$ cat src/hw/rtl/mavg_pkg.sv
// shared types, constants and control structs for the nine axis moving average
package mavg_pkg;

    localparam int MAX_WINDOW  = 256;
    localparam int SAMPLE_BITS = 16;
    localparam int CHANNELS    = 9;
    localparam int CFG_W       = 9;

    localparam int ADDR_W = (MAX_WINDOW > 1) ? $clog2(MAX_WINDOW) : 1;
    localparam int CNT_W  = $clog2(MAX_WINDOW + 1);
    localparam int SUM_W  = SAMPLE_BITS + ADDR_W;
    localparam int STEP_W = $clog2(SUM_W);
    localparam int EXT_W  = (CNT_W > CFG_W) ? CNT_W : CFG_W;

    typedef struct packed {
        logic signed [SAMPLE_BITS-1:0] accel_x;
        logic signed [SAMPLE_BITS-1:0] accel_y;
        logic signed [SAMPLE_BITS-1:0] accel_z;
        logic signed [SAMPLE_BITS-1:0] gyro_x;
        logic signed [SAMPLE_BITS-1:0] gyro_y;
        logic signed [SAMPLE_BITS-1:0] gyro_z;
        logic signed [SAMPLE_BITS-1:0] mag_x;
        logic signed [SAMPLE_BITS-1:0] mag_y;
        logic signed [SAMPLE_BITS-1:0] mag_z;
    } in_item_t;

    typedef struct packed {
        logic signed [SAMPLE_BITS-1:0] mean_accel_x;
        logic signed [SAMPLE_BITS-1:0] mean_accel_y;
        logic signed [SAMPLE_BITS-1:0] mean_accel_z;
        logic signed [SAMPLE_BITS-1:0] mean_gyro_x;
        logic signed [SAMPLE_BITS-1:0] mean_gyro_y;
        logic signed [SAMPLE_BITS-1:0] mean_gyro_z;
        logic signed [SAMPLE_BITS-1:0] mean_mag_x;
        logic signed [SAMPLE_BITS-1:0] mean_mag_y;
        logic signed [SAMPLE_BITS-1:0] mean_mag_z;
    } out_item_t;

    typedef logic [CHANNELS-1:0][SAMPLE_BITS-1:0] lanes_t;

    typedef enum logic [2:0] {
        ST_IDLE,
        ST_READ,
        ST_UPDATE,
        ST_LOAD,
        ST_DIV,
        ST_FINISH
    } ctrl_state_t;

    typedef struct packed {
        logic take;
        logic cfg_write;
        logic update;
        logic div_load;
        logic div_step;
        logic load_out;
    } mavg_cmd_t;

    typedef struct packed {
        logic pass;
    } mavg_status_t;

endpackage

$ cat src/hw/rtl/mavg_ctrl.sv
// controller state machine: sequences read, sum update, division and output load
module mavg_ctrl (
    input  logic                   clk,
    input  logic                   rst_n,
    input  logic                   sample_valid,
    output logic                   sample_stall,
    output logic                   mean_valid,
    input  logic                   mean_stall,
    input  logic                   cfg_valid,
    output logic                   cfg_ready,
    input  mavg_pkg::mavg_status_t status,
    output mavg_pkg::mavg_cmd_t    cmd
);
    import mavg_pkg::*;

    ctrl_state_t       state_reg, state_next;
    logic [STEP_W-1:0] step_reg, step_next;
    logic              out_valid_reg, out_valid_next;
    logic              out_free;

    assign out_free   = !out_valid_reg || !mean_stall;
    assign mean_valid = out_valid_reg;

    always_ff @(posedge clk or negedge rst_n)
    begin
        if (!rst_n)
        begin
            state_reg     <= ST_IDLE;
            step_reg      <= '0;
            out_valid_reg <= 1'b0;
        end
        else
        begin
            state_reg     <= state_next;
            step_reg      <= step_next;
            out_valid_reg <= out_valid_next;
        end
    end

    // next state
    always_comb
    begin
        state_next = state_reg;
        step_next  = step_reg;
        case (state_reg)
            ST_IDLE:
            begin
                if (sample_valid)
                begin
                    state_next = status.pass ? ST_FINISH : ST_READ;
                end
            end
            ST_READ:
            begin
                state_next = ST_UPDATE;
            end
            ST_UPDATE:
            begin
                state_next = ST_LOAD;
            end
            ST_LOAD:
            begin
                state_next = ST_DIV;
                step_next  = '0;
            end
            ST_DIV:
            begin
                if (step_reg == STEP_W'(SUM_W - 1))
                begin
                    state_next = ST_FINISH;
                end
                else
                begin
                    step_next = step_reg + STEP_W'(1);
                end
            end
            ST_FINISH:
            begin
                if (out_free)
                begin
                    state_next = ST_IDLE;
                end
            end
            default:
            begin
                state_next = ST_IDLE;
            end
        endcase
    end

    // outputs
    always_comb
    begin
        cmd          = '0;
        sample_stall = 1'b1;
        cfg_ready    = 1'b0;
        case (state_reg)
            ST_IDLE:
            begin
                sample_stall  = 1'b0;
                cfg_ready     = 1'b1;
                cmd.take      = sample_valid;
                cmd.cfg_write = cfg_valid;
            end
            ST_UPDATE:
            begin
                cmd.update = 1'b1;
            end
            ST_LOAD:
            begin
                cmd.div_load = 1'b1;
            end
            ST_DIV:
            begin
                cmd.div_step = 1'b1;
            end
            ST_FINISH:
            begin
                cmd.load_out = out_free;
            end
            default:
            begin
                cmd = '0;
            end
        endcase
    end

    always_comb
    begin
        out_valid_next = out_valid_reg;
        if (cmd.load_out)
        begin
            out_valid_next = 1'b1;
        end
        else if (!mean_stall)
        begin
            out_valid_next = 1'b0;
        end
    end

    a_take_goes_to_read: assert property (@(posedge clk) disable iff (!rst_n)
        (cmd.take && !status.pass) |=> (state_reg == ST_READ))
        else $error("filtered item did not start with a store read");

    a_div_runs_full_count: assert property (@(posedge clk) disable iff (!rst_n)
        (state_reg == ST_FINISH && $past(state_reg) == ST_DIV)
        |-> ($past(step_reg) == STEP_W'(SUM_W - 1)))
        else $error("division left before all quotient bits");

    a_load_shows_result: assert property (@(posedge clk) disable iff (!rst_n)
        cmd.load_out |=> mean_valid)
        else $error("loaded result not presented");

    a_no_overwrite: assert property (@(posedge clk) disable iff (!rst_n)
        cmd.load_out |-> (!out_valid_reg || !mean_stall))
        else $error("output register overwritten while stalled");

endmodule

$ cat config.mk
export PLATFORM = sky130hd
export DESIGN_NAME = mavg_ctrl
export DESIGN_NICKNAME = d
export VERILOG_FILES = /design/src/hw/rtl/mavg_pkg.sv /design/src/hw/rtl/mavg_ctrl.sv
export SDC_FILE = /design/constraint.sdc
export NUM_CORES = 1
export LEC_CHECK = 0
export BUFFER_PORTS_ARGS = -buffer_cell sky130_fd_sc_hd__buf_2
export CAP_MARGIN = 20
export CORE_AREA = 2 2 39 41
export DETAILED_ROUTE_END_ITERATION = 12
export DIE_AREA = 0 0 41 43
export PLACE_DENSITY_LB_ADDON = 0.3
export SYNTH_ARGS = -nofsm -noshare
export SYNTH_HDL_FRONTEND = slang
export SYNTH_SLANG_ARGS = --single-unit
$ cat constraint.sdc
create_clock -name clk -period 1.33 [get_ports clk]
set_input_delay 0.266 -clock clk [delete_from_list [all_inputs] [get_ports clk]]
set_output_delay 0.266 -clock clk [all_outputs]
set_load 0.01 [all_outputs]
======== Yosys cells after proc, flatten, opt, wreduce, memory -nomap -nowiden ========
Cells that the tools add are included.
storage, ports and cells
  register bits after elaboration ......... 9
  input bits .............................. 6
  logic and storage cells ................. 38
operators by class
  $add $sub $neg .......................... 1
  equality and inequality tests ........... 11
  multiplexer cells ....................... 16
  reductions and logical operators ........ 7
operators with widths
  cell                   number
  $pmux W3 S6            1
  $mux W3                4
  $pmux W5 S2            1
  $mux W1                8
  $ne A2 B2 Y1 const B   4
  $eq A3 B2 Y1 const B   2
  $eq A3 B3 Y1 const B   2
  $add A5 B1 Y5 const B  1
  $eq A5 B5 Y1 const B   1
  $mux W5                1
  $eq A3 B1 Y1 const B   1
  $logic_not A3 Y1       1
  $reduce_and A3 Y1      1
  $logic_not A1 Y1       2
  $mux W2                1
  $ne A2 B1 Y1 const B   1
  $reduce_and A2 Y1      1
  $reduce_bool A2 Y1     1
  $logic_or A1 B1 Y1     1

======== Depth between registers and ports, before layout ========
Gate-level depths: netlist of the first run.
  word-level depth ........................ 4
  depth in mapped cells ................... 6
  gate-level depth less buffers ........... 4

======== Worst setup path after synthesis of the first run ========
No wires, ideal clock.
  kind .................................... register to register
  start point ............................. register state_reg[0]
  end point ............................... register step_reg[2]
  library setup time ...................... 0.120 ns
  data arrival time ....................... 1.296 ns
  required time ........................... 1.210 ns
  path slack .............................. -0.085 ns
  stages on the path, launching flop included .. 7
  path through ............................ dfrtp_1 buf_6 or3b_4 buf_6 clkinv_4 nand2_2 a31o_1
between the ends
  word-level cells in the longest chain between the ends .. 3
RTL lines
  what                                                                        RTL line         source
  start, declared                                                             mavg_ctrl.sv:16  ctrl_state_t state_reg, state_next;
  start signal, assigned                                                      mavg_ctrl.sv:34  state_reg <= state_next;
  $eq A3 B3 Y1 / $eq A3 B2 Y1 (equally long branches)                         mavg_ctrl.sv:45  case (state_reg)
  $ne A2 B2 Y1 (no source line) / $reduce_bool A2 Y1 (equally long branches)  --
  $reduce_and A2 Y1 (no source line)                                          --
  end signal, assigned                                                        mavg_ctrl.sv:35  step_reg <= step_next;
  end, declared                                                               mavg_ctrl.sv:17  logic [STEP_W-1:0] step_reg, step_next;
Several ways; a longest one is shown, not always the timed one.
A chain may end at the register's enable or synchronous reset.

==> metrics.csv, run 1 <==
stage,metric,value,unit
run_status,status,finished with violations,
run_status,violated checks,negative setup slack,
sta,relative slew slack,81.3,%
min_path,worst hold-check path type,input port to flip-flop,
cells_and_area,share of layout cells above drive strength 1,56.2,%
floorplan,row count,14,
synthesis,net count after synthesis,63,
synthesis,post-synthesis cell area,544,um2
min_path,Hold Crit Depth,3,
floorplan,Starting Density,39.3,%
global_route,global-route wire length before repair,2.50,mm
pwr,peak supply drop,1.16,mV
global_route,All-Layer GR Usage,21.7,%
routing,DRT Wirelength,1.41,mm
routing,Routed Antenna Nets,0,
floorplan,Core ar.,1380,um2
cells_and_area,antenna cells,0,
clocking,Max Root-Sink Buffers,2,
clocking,Clock Sink Count,9,
cells_and_area,max FFs per register,5,
clocking,CTS Buf Count,3,
pwr,pwr/cell area,2060,nW/um2
run,max cap viols,0,
floorplan,# IOs,15,
pwr,total leakage power,0.412,nW
floorplan,die area,1760,um2
synthesis,Yosys reg bits,9,
sta,Hold WS,0.269,ns
worst_setup_path,Startpoint Class,flip-flop,
worst_setup_path,critical-path cell list,"or3b_4, clkinv_4, buf_6",
worst_setup_path,"Slowest-stage cell, CP",dfrtp_2,
cells_and_area,fin nets,97,
pwr,combinational power share,59.4,%
routing,Avg WL per Cell,13.4,um
synthesis,synthesis warning total,0,
cells_and_area,"most common cell after layout, fill and taps aside",buf_2,
placed_design,Place WS,0.0136,ns
synthesis,"Seq/Total Area, Yosys",41.4,%
worst_setup_path,crit-path max cell delay,0.44,ns
synthesis,number of synthesized flops with an enable pin,0,
sta,Slew Limit Fails,0,
worst_setup_path,CP endpoint kind,output port,
routing,DR pass1 iterations,4,
worst_setup_path,worst r2r path cells,3,
placed_design,detailed placement HPWL,878,um
cells_and_area,Sequential cell area,228,um2
pwr,P_sw,700,uW
synthesis,top_reg_cell synth,dfrtp_1,
sta,setup ws final,-0.211,ns
min_path,Worst Hold Launch,mean_stall,
worst_setup_path,r2r endpoint,step_reg[3],
sta,fin crit share,116,%
min_path,Hold Path End,mean_valid,
sta,Fmax,649,MHz
routing,drt initial violations,5,
worst_setup_path,CP Data Arrival Time,1.27,ns
synthesis,synthesized area per cell,9.72,um2
worst_setup_path,critical path startpoint,state_reg[1],
global_route,total global routing overflow,0,
worst_setup_path,worst reg2reg startpoint,state_reg[1],
pwr,internal power,1.09,mW
placed_design,Buffers on Ports,14,
clocking,root buf cell,clkbuf_4,
worst_setup_path,worst setup path category,flip-flop to output port,
clocking,H-tree depth,1,
floorplan,Chip Height,43,um
pwr,Switching Share,39.1,%
clocking,clock insertion delay at the later pin of the skew report,0.26,ns
routing,vias per std cell,5.15,
global_route,largest net degree at the start of global routing,10,
synthesis,Mapped Cells,56,
clocking,CTS tree,built,
floorplan,die width,41,um
placed_design,RePlAce Congestion,0.783,
global_route,initial antenna violation count,0,
synthesis,synth unique cells,27,
sta,measured slew at the worst slew-check pin,0.277,ns
pwr,Clk pwr share,12.3,%
cells_and_area,area grow syn2layout,59.3,%
sta,clk_skew,0.00533,ns
global_route,vias in the first global route,563,
worst_setup_path,Crit path required time,1.06,ns
clocking,"CTS clk-pin slew, worst paths",0.07,ns
synthesis,ys async rst share,100,%
routing,DRC,0,
cells_and_area,fill count,99,
sta,minimum clock period,1.54,ns
sta,RSZ-0062 raised after global routing,yes,
cells_and_area,most frequent cells in the layout,"12 x buf_2, 10 x buf_6, 9 x buf_4, 7 x dfrtp_1, 4 x inv_1",
sta,final hold violation count,0,
worst_setup_path,Crit Path Max Fanout,4,
sta,Finish-stage setup viols,11,
cells_and_area,area of the multi-input gates,319,um2
worst_setup_path,"reg-to-reg slack, setup",-0.11,ns
pwr,Seq pwr share,28.4,%
routing,Vias,541,
-- worst max-delay path, delay by kind of cell, from the launching register on --
kind	cells	cell delay (ns)
buffers and inverters	2	0.15
flip-flops	1	0.44
AND/OR/NAND/NOR	1	0.43
-- final cells by class --
class                           instances  area share (%)
Inverter                                5            2.74
Clock buffer                            4            3.03
Sequential cell                         9            26.3
Timing Repair Buffer                   32            28.9
Tap cell                               16            2.31
Multi-Input combinational cell         39            36.8
-- metrics by stage --
step                      instance area, um2  power [mW]  TNS [ns]  std cells  utilization (%)
after floorplan                          549       0.950   -0.0983         56                -
after global placement                   677        1.20         0         92             48.9
after detailed placement                 677        1.22         0         92             48.9
after CTS                                821        1.64     -1.29        105             59.3
after global routing                     867        1.94     -2.20        105             62.7
final                                    867        1.79     -1.31        105             62.7
-- timing repair --
| action | CTS | global route |
|---|---|---|
| hold endpoints to repair | 9 | 0 |
| gates resized for setup | 14 | 12 |
| pin swaps | 4 | 3 |
| setup buffers | 8 | 1 |
| setup endpoints to repair | 8 | 15 |
| hold buffers | 1 | 0 |
-- kinds of logic after synthesis --
| family | after synthesis | share of synthesized area [%] |
|---|---|---|
| xor gates and xnor gates | 1 | 1.61 |
| AOI/OAI and AO/OA | 15 | 20.0 |
| and+or+nand+nor | 22 | 24.8 |
| buffers and inverters | 8 | 9.88 |
| adders and majority gates | 1 | 2.30 |
| DFF | 9 | 41.4 |
-- routing by layer --
layer / track usage, % / wire, um / vias up / share of wire, %
li1: - / - / 268 / -
met1: 27.6 / 597 / 255 / 42
met2: 33.4 / 736 / 14 / 52
met3: 4.71 / 44 / 4 / 3.1
met4: 10.0 / 29 / 0 / 2.1
met5: 0 / 0 / - / 0
-- power by group through the flow --
stage	Combinational [mW]	Sequential [mW]	Clock, mW
after detailed placement	0.743	0.475	0
after CTS	0.948	0.473	0.217
final	1.06	0.508	0.220
after global routing	1.17	0.522	0.244
after global placement	0.728	0.472	0
after floorplan	0.477	0.473	0
-- worst max-delay path by stage --
stage,endpoint,slack (ns)
2_1_floorplan,step_reg[3],-0.04
4_1_cts,cmd[1],-0.22
5_1_grt,cmd[1],-0.27
3_5_place_dp,cmd[1],0.01
3_3_place_gp,cmd[1],0.02
6_report,cmd[1],-0.21
-- Yosys cell counts, types with 2 or more instances --
master | n | share of area [%]
nor2_1 | 2 | 1.4
and2_1 | 3 | 3.4
a31o_1 | 2 | 3.2
and4b_1 | 2 | 3.7
inv_1 | 4 | 2.8
o21ai_0 | 3 | 2.8
a21oi_1 | 4 | 3.7
nand3_1 | 2 | 1.8
nand2_1 | 4 | 2.8
nand2b_1 | 2 | 2.3
buf_6 | 2 | 4.1
o211ai_1 | 3 | 4.1
dfrtp_1 | 9 | 41
(Power assumes the default switching activity.)
==> inputs of run 2 (changes only) <==
--- a/config.mk
+++ b/config.mk
@@ -6,7 +6,6 @@
 export NUM_CORES = 1
 export LEC_CHECK = 0
 export BUFFER_PORTS_ARGS = -buffer_cell sky130_fd_sc_hd__buf_2
-export CAP_MARGIN = 20
 export CORE_AREA = 2 2 39 41
 export DETAILED_ROUTE_END_ITERATION = 12
 export DIE_AREA = 0 0 41 43
==> constraint.sdc (replaced) <==
create_clock -name clk -period 1.9 [get_ports clk]
set_input_delay 0.38 -clock clk [delete_from_list [all_inputs] [get_ports clk]]
set_output_delay 0.38 -clock clk [all_outputs]
set_load 0.01 [all_outputs]
==> metrics.csv, run 2 (same netlist as run 1, synthesis figures left out) <==
stage,metric,value,unit
sta,fin crit share,94.1,%
floorplan,Core ar.,1380,um2
sta,setup ws final,0.112,ns
run,max cap viols,0,
pwr,Final Power,893,uW
clocking,CTS tree,built,
pwr,total leakage power,0.316,nW
global_route,initial antenna violation count,0,
worst_setup_path,worst setup path category,flip-flop to output port,
routing,Avg WL per Cell,11.6,um
sta,clk_skew,0.00920,ns
global_route,total global routing overflow,0,
sta,RSZ-0062 raised after global routing,no,
sta,Hold WS,0.345,ns
floorplan,# IOs,15,
worst_setup_path,Crit Path Max Fanout,8,
routing,Vias,468,
worst_setup_path,CP endpoint kind,output port,
cells_and_area,area grow syn2layout,17.7,%
sta,final hold violation count,0,
pwr,peak supply drop,0.672,mV
min_path,worst hold-check path type,input port to flip-flop,
sta,Finish-stage setup viols,0,
floorplan,Chip Height,43,um
cells_and_area,fin nets,80,
global_route,All-Layer GR Usage,15.7,%
global_route,vias in the first global route,450,
routing,DRT Wirelength,1.03,mm
clocking,Max Root-Sink Buffers,2,
clocking,H-tree depth,1,
pwr,internal power,525,uW
pwr,P_sw,368,uW
pwr,Switching Share,41.2,%
sta,Total Neg Setup Slack,0,ns
clocking,"CTS clk-pin slew, worst paths",0.07,ns
cells_and_area,most frequent cells in the layout,"14 x buf_2, 9 x dfrtp_1, 4 x inv_1, 4 x nand2_1, 4 x a21oi_1",
global_route,largest net degree at the start of global routing,10,
worst_setup_path,CP Data Arrival Time,1.41,ns
placed_design,detailed placement HPWL,754,um
placed_design,RePlAce Congestion,0.751,
clocking,Clock Sink Count,9,
clocking,clock insertion delay at the later pin of the skew report,0.26,ns
floorplan,die width,41,um
cells_and_area,share of layout cells above drive strength 1,29.2,%
routing,Routed Antenna Nets,0,
sta,measured slew at the worst slew-check pin,0.357,ns
worst_setup_path,Crit path required time,1.52,ns
routing,DR pass1 iterations,3,
sta,relative slew slack,76.0,%
pwr,Seq pwr share,39.7,%
routing,vias per std cell,5.32,
floorplan,row count,14,
pwr,Clk pwr share,16.8,%
sta,Slew Limit Fails,0,
pwr,combinational power share,43.6,%
sta,minimum clock period,1.79,ns
clocking,CTS Buf Count,3,
routing,drt initial violations,4,
placed_design,Place WS,0.398,ns
global_route,global-route wire length before repair,1.85,mm
sta,Fmax,559,MHz
worst_setup_path,Startpoint Class,flip-flop,
cells_and_area,antenna cells,0,
floorplan,Starting Density,39.3,%
placed_design,Buffers on Ports,14,
clocking,root buf cell,clkbuf_4,
floorplan,die area,1760,um2
clocking,post-CTS sizing,0,
routing,DRC,0,
cells_and_area,Util after Layout,46.3,%
run_status,status,completed,
cells_and_area,"most common cell after layout, fill and taps aside",buf_2,
pwr,pwr/cell area,1390,nW/um2
cells_and_area,max FFs per register,5,
run 2: changes by cell type in the layout (fill, tap and decap cells not counted), sizes merged:
cell / previous run / this run
buf: 31 / 14
run 2: critical path, cell delays in order, from the launching register on:
cell      delay (ns)
dfrtp_1         0.46
or3b_4          0.49
clkinv_4        0.07
buf_2           0.12
run 2: final timing paths:
check | to | cells after the start | startpoint | slack [ns]
worst max-delay path | cmd[1] | 3 | state_reg[0] | 0.11
worst min-delay path | mean_valid | 3 | mean_stall | 0.35
worst max register to register | step_reg[3] | 3 | state_reg[0] | 0.49
worst min register to register | step_reg[0] | 1 | step_reg[0] | 0.53
max in group asynchronous | state_reg[2] | 2 | rst_n | 1.21
min in group asynchronous | step_reg[2] | 2 | rst_n | 0.49
run 2: area by class of cell:
| cell class | instances | area [um2] |
|---|---|---|
| Fill cell | 139 | 743 |
| Multi-Input combinational cell | 39 | 265 |
| Sequential cell | 9 | 225 |
| Timing Repair Buffer | 15 | 80.1 |
| Clock buffer | 4 | 26.3 |
| Inverter | 5 | 23.8 |
| Tap cell | 16 | 20.0 |
run 2: power groups by stage:
stage	Sequential, mW	Clock (mW)	Combinational (mW)
finish	0.354	0.150	0.389
global route	0.371	0.162	0.444
CTS	0.352	0.151	0.393
detailed placement	0.356	0	0.387
global placement	0.352	0	0.388
floorplan	0.328	0	0.326
run 2: repair_timing:
item / in CTS / in global routing
endpoints found under the setup margin: 0 / 0
hold endpoints to repair: 9 / 0
setup buffers: 0 / 0
hold buffers: 1 / 0
run 2: per-stage QoR:
step | instance area, um2 | std cells
global placement | 604 | 83
CTS | 641 | 88
global route | 641 | 88
finish | 641 | 88
floorplan | 544 | 56
detailed placement | 604 | 83
run 2: routing by layer:
metal	vias to the layer above	track usage, %	wire length (um)
met4	0	8.00	19
met1	215	21.7	476
met5	-	0	0
met2	13	22.5	490
met3	4	3.14	39
li1	236	-	-
